### src/rtl/cqf_pkg.sv
`timescale 1ns / 1ps
package cqf_pkg;

   localparam int DEPTH_DEF = 16;
   localparam int DATA_W = 32;
   localparam int CAP_W = 5;
   localparam int OCC_W = 5;

   typedef enum logic [1:0] {
      OP_PUSH = 2'd0,
      OP_POP  = 2'd1,
      OP_PEEK = 2'd2,
      OP_DUMP = 2'd3
   } op_type;

   typedef enum logic [1:0] {
      STAT_OK    = 2'd0,
      STAT_FULL  = 2'd1,
      STAT_EMPTY = 2'd2
   } status_type;

   typedef enum logic {
      S_IDLE,
      S_EMIT
   } state_type;

   typedef struct packed {
      op_type                    op;
      logic signed [DATA_W-1:0]  push_value;
   } req_type;

   typedef struct packed {
      status_type                status;
      logic signed [DATA_W-1:0]  data_out;
      logic [OCC_W-1:0]          occupancy;
      logic                      last;
   } rsp_type;

   // Commands from the controller to the datapath.
   typedef struct packed {
      logic push;        // accept a push and load its reply
      logic reply_empty; // accept pop, peek or dump on an empty queue
      logic start_read;  // accept pop, peek or dump and read the head entry
      logic emit;        // load the read word into the output register
      logic advance;     // read the next entry of a dump
   } ctl_cmd_type;

   typedef struct packed {
      logic empty;
      logic rem_zero;
   } dp_stat_type;

endpackage

### src/rtl/cqf_dpath.sv
`timescale 1ns / 1ps
module cqf_dpath
   import cqf_pkg::*;
#(
   parameter int DEPTH = DEPTH_DEF
) (
   input  logic              clock,
   input  logic              reset,
   input  req_type           req_data,
   input  logic              csr_write,
   input  logic [CAP_W-1:0]  csr_data,
   input  ctl_cmd_type       cmd,
   output dp_stat_type       stat,
   output rsp_type           rsp_data
);

   localparam int IDX_W = $clog2(DEPTH);
   localparam int CNT_W = $clog2(DEPTH + 1);

   logic [DATA_W-1:0] mem [DEPTH];
   logic [DATA_W-1:0] rd_data_ff;

   logic [CNT_W-1:0]  cap_ff, cap_in;
   logic [IDX_W-1:0]  head_ff, tail_ff, scan_ff;
   logic              empty_ff;
   logic [CNT_W-1:0]  rem_ff;
   op_type            op_ff;
   rsp_type           rsp_ff, rsp_in;

   logic              full;
   logic [CNT_W-1:0]  held;
   logic [IDX_W-1:0]  head_next, tail_next, scan_next, rd_addr;
   logic              rd_en;

   function automatic logic [IDX_W-1:0] next_slot(input logic [IDX_W-1:0] i,
                                                  input logic [CNT_W-1:0] cap);
      logic [CNT_W-1:0] inc;
      inc = CNT_W'(i) + CNT_W'(1);
      if (inc == cap) begin
         return '0;
      end
      return IDX_W'(inc);
   endfunction

   assign head_next = next_slot(head_ff, cap_ff);
   assign tail_next = next_slot(tail_ff, cap_ff);
   assign scan_next = next_slot(scan_ff, cap_ff);

   assign full = !empty_ff && (head_ff == tail_ff);

   always_comb begin
      if (empty_ff) begin
         held = '0;
      end else if (head_ff == tail_ff) begin
         held = cap_ff;
      end else if (tail_ff > head_ff) begin
         held = CNT_W'(tail_ff) - CNT_W'(head_ff);
      end else begin
         // The sum may wrap in CNT_W bits; the true count still fits.
         held = CNT_W'(tail_ff) + cap_ff - CNT_W'(head_ff);
      end
   end

   always_comb begin
      if (csr_data == '0) begin
         cap_in = CNT_W'(1);
      end else if (32'(csr_data) > 32'(DEPTH)) begin
         cap_in = CNT_W'(DEPTH);
      end else begin
         cap_in = CNT_W'(csr_data);
      end
   end

   assign rd_en   = cmd.start_read || cmd.advance;
   assign rd_addr = cmd.advance ? scan_next : head_ff;

   always_ff @(posedge clock) begin
      if (cmd.push && !full) begin
         mem[tail_ff] <= req_data.push_value;
      end
      if (rd_en) begin
         rd_data_ff <= mem[rd_addr];
      end
   end

   always_ff @(posedge clock) begin
      if (reset) begin
         cap_ff   <= CNT_W'(DEPTH);
         head_ff  <= '0;
         tail_ff  <= '0;
         empty_ff <= 1'b1;
      end else if (csr_write) begin
         cap_ff   <= cap_in;
         head_ff  <= '0;
         tail_ff  <= '0;
         empty_ff <= 1'b1;
      end else begin
         if (cmd.push && !full) begin
            tail_ff  <= tail_next;
            empty_ff <= 1'b0;
         end
         if (cmd.emit && op_ff == OP_POP) begin
            head_ff  <= head_next;
            empty_ff <= (head_next == tail_ff);
         end
      end
   end

   always_ff @(posedge clock) begin
      if (cmd.start_read) begin
         scan_ff <= head_ff;
         op_ff   <= req_data.op;
         rem_ff  <= (req_data.op == OP_DUMP) ? held - CNT_W'(1) : '0;
      end else if (cmd.advance) begin
         scan_ff <= scan_next;
         rem_ff  <= rem_ff - CNT_W'(1);
      end
   end

   always_comb begin
      rsp_in = rsp_ff;
      if (cmd.push) begin
         rsp_in.status    = full ? STAT_FULL : STAT_OK;
         rsp_in.data_out  = req_data.push_value;
         rsp_in.occupancy = full ? OCC_W'(held) : OCC_W'(held + CNT_W'(1));
         rsp_in.last      = 1'b1;
      end else if (cmd.reply_empty) begin
         rsp_in.status    = STAT_EMPTY;
         rsp_in.data_out  = '0;
         rsp_in.occupancy = '0;
         rsp_in.last      = 1'b1;
      end else if (cmd.emit) begin
         rsp_in.status    = STAT_OK;
         rsp_in.data_out  = rd_data_ff;
         rsp_in.occupancy = (op_ff == OP_POP) ? OCC_W'(held - CNT_W'(1)) : OCC_W'(held);
         rsp_in.last      = (rem_ff == '0);
      end
   end

   always_ff @(posedge clock) begin
      rsp_ff <= rsp_in;
   end

   assign rsp_data      = rsp_ff;
   assign stat.empty    = empty_ff;
   assign stat.rem_zero = (rem_ff == '0);

endmodule

### src/rtl/cqf_ctrl.sv
`timescale 1ns / 1ps
module cqf_ctrl
   import cqf_pkg::*;
(
   input  logic         clock,
   input  logic         reset,
   input  logic         req_valid,
   input  op_type       req_op,
   output logic         req_stall,
   output logic         rsp_valid,
   input  logic         rsp_stall,
   input  dp_stat_type  stat,
   output ctl_cmd_type  cmd
);

   state_type state_ff, state_in;
   logic      out_valid_ff, out_valid_in;
   logic      slot_free;
   logic      load_out;
   logic      accept;

   // The output register can take a new transaction when it is empty or drains now.
   assign slot_free = !out_valid_ff || !rsp_stall;
   assign req_stall = !(state_ff == S_IDLE && slot_free);
   assign accept    = req_valid && !req_stall;

   always_comb begin
      state_in = state_ff;
      cmd      = '0;
      load_out = 1'b0;
      unique case (state_ff)
         S_IDLE: begin
            if (accept) begin
               if (req_op == OP_PUSH) begin
                  cmd.push = 1'b1;
                  load_out = 1'b1;
               end else if (stat.empty) begin
                  cmd.reply_empty = 1'b1;
                  load_out        = 1'b1;
               end else begin
                  cmd.start_read = 1'b1;
                  state_in       = S_EMIT;
               end
            end
         end
         S_EMIT: begin
            if (slot_free) begin
               cmd.emit = 1'b1;
               load_out = 1'b1;
               if (stat.rem_zero) begin
                  state_in = S_IDLE;
               end else begin
                  cmd.advance = 1'b1;
               end
            end
         end
      endcase
   end

   assign out_valid_in = load_out || (out_valid_ff && rsp_stall);

   always_ff @(posedge clock) begin
      if (reset) begin
         state_ff     <= S_IDLE;
         out_valid_ff <= 1'b0;
      end else begin
         state_ff     <= state_in;
         out_valid_ff <= out_valid_in;
      end
   end

   assign rsp_valid = out_valid_ff;

endmodule

### src/rtl/circular_queue_fifo.sv
// Push, and any operation on an empty queue, returns its transaction the cycle after acceptance.
// Pop and peek return theirs through the registered entry memory read and then the output register.
// Dump returns one transaction per stored entry, one per cycle while rsp_stall is low.
// A new request waits until the previous one is in the output register and it drains.
// Synchronous reset empties the queue and sets the capacity to DEPTH; entries are not cleared.
`timescale 1ns / 1ps
module circular_queue_fifo
   import cqf_pkg::*;
#(
   parameter int DEPTH = DEPTH_DEF
) (
   input  logic              clock,
   input  logic              reset,
   input  logic              req_valid,
   output logic              req_stall,
   input  req_type           req_data,
   output logic              rsp_valid,
   input  logic              rsp_stall,
   output rsp_type           rsp_data,
   input  logic              csr_valid,
   output logic              csr_ready,
   input  logic [CAP_W-1:0]  csr_data
);

   ctl_cmd_type cmd;
   dp_stat_type stat;

   assign csr_ready = 1'b1;

   cqf_ctrl u_ctrl (
      .clock     (clock),
      .reset     (reset),
      .req_valid (req_valid),
      .req_op    (req_data.op),
      .req_stall (req_stall),
      .rsp_valid (rsp_valid),
      .rsp_stall (rsp_stall),
      .stat      (stat),
      .cmd       (cmd)
   );

   cqf_dpath #(
      .DEPTH (DEPTH)
   ) u_dpath (
      .clock     (clock),
      .reset     (reset),
      .req_data  (req_data),
      .csr_write (csr_valid && csr_ready),
      .csr_data  (csr_data),
      .cmd       (cmd),
      .stat      (stat),
      .rsp_data  (rsp_data)
   );

endmodule

### config.mk
export PLATFORM = sky130hd
export DESIGN_NAME = circular_queue_fifo
export DESIGN_NICKNAME = d
export VERILOG_FILES = /design/src/rtl/cqf_pkg.sv /design/src/rtl/cqf_dpath.sv /design/src/rtl/cqf_ctrl.sv /design/src/rtl/circular_queue_fifo.sv
export SDC_FILE = /design/constraint.sdc
export NUM_CORES = 1
export LEC_CHECK = 0
export BUFFER_PORTS_ARGS = -buffer_cell sky130_fd_sc_hd__buf_2
export CELL_PAD_IN_SITES_DETAIL_PLACEMENT = 0
export CELL_PAD_IN_SITES_GLOBAL_PLACEMENT = 1
export CORE_MARGIN = 2
export CORE_UTILIZATION = 56
export DETAILED_ROUTE_END_ITERATION = 7
export GPL_TIMING_DRIVEN = 0
export PLACE_DENSITY_LB_ADDON = 0.1
export SLEW_MARGIN = 20
export SYNTH_ARGS = -nofsm -noshare
export SYNTH_HDL_FRONTEND = slang
export SYNTH_HIERARCHICAL = 1
export SYNTH_SLANG_ARGS = --single-unit
### constraint.sdc
create_clock -name clock -period 13.4 [get_ports clock]
set_input_delay 2.01 -clock clock [delete_from_list [all_inputs] [get_ports clock]]
set_output_delay 2.01 -clock clock [all_outputs]
set_load 0.02 [all_outputs]
[Word-level counts from Yosys, hierarchy flattened]
Memory sizes are Yosys's and may differ from the RTL's. A register that Yosys moved wholly into a read port is not among the register bits.
Index checks and enable logic that the tools add are counted.
Word-level totals
  register bits: 67
  memory bits (writable): 512
  memories: 1
  input bits: 44
  output and inout port bits: 43
  logic and storage cells: 102
Memories
  u_dpath.mem: depth 16, width 32, rd ports 1, clocked after memory_dff 1, write ports 1, line cqf_dpath.sv:20  | logic [DATA_W-1:0] mem [DEPTH];
Cells by class
  bitwise logic cells: 1
  reduce and logical (&&, ||, !) cells: 22
  eq/ne operators: 7
  order comparisons: 2
  mux-type cells: 47
  add/sub/neg operators: 9
Operator list (count)
  40-bit 2-to-1 mux: 3
  5-bit 2-to-1 mux: 10
  4-bit 2-to-1 mux: 9
  1-bit 2-to-1 mux: 18
  4-bit by 1-bit adder with 5-bit output, second input constant: 3
  5-bit == test: 3
  5-bit zero test: 2
  5-bit by 1-bit subtractor with 5-bit output, second input constant: 2
  4-bit == test: 2
  1-bit logical AND: 6
  2-bit 2-to-1 mux: 3
  3-bit 2-to-1 mux: 2
  4-bit by 5-bit adder with 5-bit output: 1
  5-bit by 1-bit adder with 5-bit output, second input constant: 1
  5-bit greater-than comparator, second input constant: 1
  1-bit zero test: 5
  4-bit by 4-bit subtractor with 5-bit output: 1
  5-bit by 4-bit subtractor with 5-bit output: 1
  4-bit greater-than comparator: 1
  1-bit one-hot mux with 2 select lines: 2
  2-bit nonzero test: 2
  2-bit OR reduction: 2
  1-bit logical OR: 3
  3-bit nonzero test: 1
  other kinds (4): 4

[Longest topological paths before layout]
  depth in word-level cells: 10
  mapped depth: 15
  depth with buffers taken out: 13

[Modules after synthesis]
Netlist, hierarchy kept.
Modules (own cells, without submodules)
  cqf_dpath: sequential area each 18137.4 um^2, instances 1, area each 27754.1 um^2, cells each 2036
  cqf_ctrl: sequential area each 40.0 um^2, instances 1, area each 158.9 um^2, cells each 19
  circular_queue_fifo: sequential area each 0.0 um^2, instances 1, area each 11.3 um^2, cells each 2

[Least setup slack after synthesis]
OpenSTA, ideal clock, no wires.
  kind: in2reg
  from: input rsp_stall
  to: memory u_dpath.mem[3][0] (enable)
  stages: 6
  path slack: 7.865 ns
  library setup time: 0.461 ns
  buffers on the path: 0
  arrival: 5.074 ns
  cells stage by stage: a21oi_4 -> and3_1 -> inv_1 -> nor2_1 -> nand2_1 -> nor3_1
RTL lines
  start: declaration: line circular_queue_fifo.sv:18  | input logic rsp_stall,
  end: declaration: line cqf_dpath.sv:20

==> out/results.txt <==
Row Count = 81
Hold Buf Count CTS = 0
Unrepaired setup endpoints after global routing = no
Die area = 51700 um^2
Post-Layout Cell Count = 2947
Ratio of cells with drive above 1 in the final layout = 12.4%
Worst Setup End Kind = flip-flop
Seq/Total Area, Yosys = 65.1%
Total track usage = 30.9%
WS Path Type = primary input to flip-flop
DRC Markers = 0
Total CTS buffers = 60
Slew @ Worst Pin = 1.21 ns
Post-synth top cells = edfxtp_1, mux2i_1, o21ai_0
Die X = 227 um
DRT Wirelength = 78.9 mm
HPWL Detailed = 53.9 mm
Via count = 18888
TritonRoute pass-1 iters = 7
H-tree depth = 2
Post-Syn Nets = 2124
Final Slew Violations = 0
Status = finished, final reports clean
Initial Utilization = 56.9%
CP max-delay cell = clkbuf_1
Max_cap viols = 0
Setup TNS = 0 ns
Final GP Congestion = 0.889
Count leader, synth = edfxtp_1
Buffers & Inverters on Critical Path = 3
Max Fclk = 195 MHz
Synth Register Bits = 611
I/O Buffers = 85
Slowest Stage Delay on Critical Path = 0.83 ns
Max transition margin = 19.2%
WP data arrival = 5.49 ns
Largest net degree at the start of global routing = 42
1st-iter DRT viols = 1921
Routed len/inst = 26.8 um
Cells after synthesis = 2057
CTS tree = yes
Ys async rst share = 0%
Mapped Avg Cell Area = 13.6 um^2
ANT cells = 0
Ratio of final minimum period to clock period = 38.4%
CP Cell Sequence = buf_2 > nand2_1 > and2_2 > nor2b_4 > clkbuf_1 > nor2_1 > a21oi_1 > nand2_1 > nand3_1 > clkbuf_1 > o22a_1 > nand4_1
Clock Pin Slew Worst Setup and Hold Paths = 0.06 ns
Critical Path RT = 13.75 ns
Core ar. = 49100 um^2
Setup bufs post-CTS = 0
Synth Warn # = 6
Vias in the first global route = 18667
Drt via density = 6.41
Internal reg-to-reg setup slack = 8.77 ns
Fin. Hold Viols = 0
Largest area contributor in the netlist = edfxtp_1
Final Critical Period = 5.14 ns
Top cell type's share of synthesized area = 63.9%
First-pass GRT wire length = 117 mm
Post-route design area = 31800 um^2
Post-CTS sizing = 0
# clock sinks = 611
Final setup fails = 0
Leak = 10.2 nW
Die H = 227 um
Largest delay share family, worst path = buffers and inverters
Placed cells = 2837
Clock Path Buffers = 3
EDFF count, synth = 594
I/O pin total = 87
Synthesized cell area = 27900 um^2
VDD IR-drop max = 0.162 mV
Hold Path Class = flip-flop to flip-flop
Synth cell types = 79
Worst-Skew Late Latency = 0.64 ns
Post-synth top flop = edfxtp_1
Final nets = 2302
Placed Area = 29800 um^2
Pwr/cell area = 125 nW/um^2
Worst-path fanout max = 10
Fill cells = 3651
Root buf cell = clkbuf_16
Final global-route overflow total = 0
Layout Skew = 0.0242 ns
Area contributors post-synth = edfxtp_1, mux2i_1, a211oi_1
CP startpoint kind = primary input
Synthesis-to-layout area growth = 13.8%
Antenna viol nets, final = 0
Initial antenna violation count = 0
## kinds of logic (layout without fill, tap and decap cells)
kind of cell	after synthesis	after routing	synth area share (%)
other	1	1	0.0134
xor gates and xnor gates	33	33	1.09
muxes	253	253	9.08
adders and majority gates	23	23	1.17
buffers and inverters	314	540	4.78
and+or+nand+nor	185	185	3.58
AOI/OAI and AO/OA	637	637	15.2
DFF	611	611	65.1
## layout make-up
class	count	area (um^2)	share of cell area [%]
Clock buffer	71	1560	4.92
Inverter	158	593	1.87
Tap cell	664	831	2.61
Timing Repair Buffer	116	891	2.80
Clock inverter	39	443	1.39
Sequential cell	611	18200	57.2
Multi-Input combinational cell	1132	8530	26.9
Buffer	156	742	2.34
## routing by layer
layer,vias up,GRT usage (%),routed length (um)
li1,8354,-,-
met1,9580,41.1,32200
met2,804,50.6,37600
met3,150,5.19,5970
met4,0,12.7,3160
met5,-,0,0
## state kept, by name, indices dropped and copies added (netlist names), 4 cells and up
signal              cells
u_dpath/rem_ff          5
u_dpath/head_ff         4
u_dpath/cap_ff          5
u_dpath/mem           512
u_dpath/scan_ff         4
u_dpath/tail_ff         4
u_dpath/rsp_data       40
u_dpath/rd_data_ff     32
## cells in the final DEF, fill, tap and decap left out, drive strengths merged, types with 9 or more instances in the layout
cell | Yosys | routed
edfxtp | 594 | 594
mux2i | 251 | 251
o21ai | 211 | 211
clkbuf | 107 | 178
buf | 49 | 165
inv | 158 | 158
a31oi | 128 | 128
a211oi | 125 | 125
o22a | 62 | 62
nor2 | 43 | 43
a22o | 36 | 36
nand4 | 35 | 35
nand2 | 31 | 31
clkinv | 0 | 27
a21oi | 26 | 26
xnor2 | 21 | 21
ha | 18 | 18
dfxtp | 17 | 17
nor3 | 16 | 16
nor2b | 13 | 13
nand3 | 12 | 12
xor2 | 12 | 12
bufinv | 0 | 9
## report_power, final
| part | switching, mW | total [mW] | internal [mW] |
|---|---|---|---|
| Combinational | 0.0980 | 0.134 | 0.0360 |
| Sequential | 0.00475 | 2.12 | 2.11 |
| Clock | 0.717 | 1.72 | 1.00 |
| Total | 0.819 | 3.97 | 3.15 |
## worst reg2reg max path: stages, from the launching register on
cell	delay (ns)
dfxtp_1	0.45
clkbuf_1	0.62
inv_1	0.31
ha_1	0.39
nand4_1	0.32
nor2_1	0.24
nor2_1	0.42
nand2_1	0.35
nor3_2	0.63
buf_4	0.33
buf_4	0.24
## path summary, 6_finish.rpt
| check | startpoint | end | cells past startpoint |
|---|---|---|---|
| min reg2reg | u_dpath/rsp_data[0] | u_dpath/rsp_data[0] | 1 |
| max reg2reg | u_dpath/head_ff[1] | u_dpath/mem[2][5] | 10 |
| max | rsp_stall | u_dpath/rd_data_ff[12] | 12 |
| min | u_dpath/rsp_data[0] | u_dpath/rsp_data[0] | 1 |
## through the flow
step / utilization (%) / power [mW] / setup slack, ns / hold WS, ns
detailed placement: 60.7 / 2.29 / 7.76 / 0.453
global placement: 59.5 / 2.29 / 4.55 / 0.443
CTS: 64.8 / 3.99 / 8.44 / 0.467
finish: 64.8 / 3.97 / 8.26 / 0.463
global route: 64.8 / 4.08 / 8.09 / 0.479
floorplan: - / 2.22 / 7.86 / 0.512
Power figures use the tool's default switching activity.
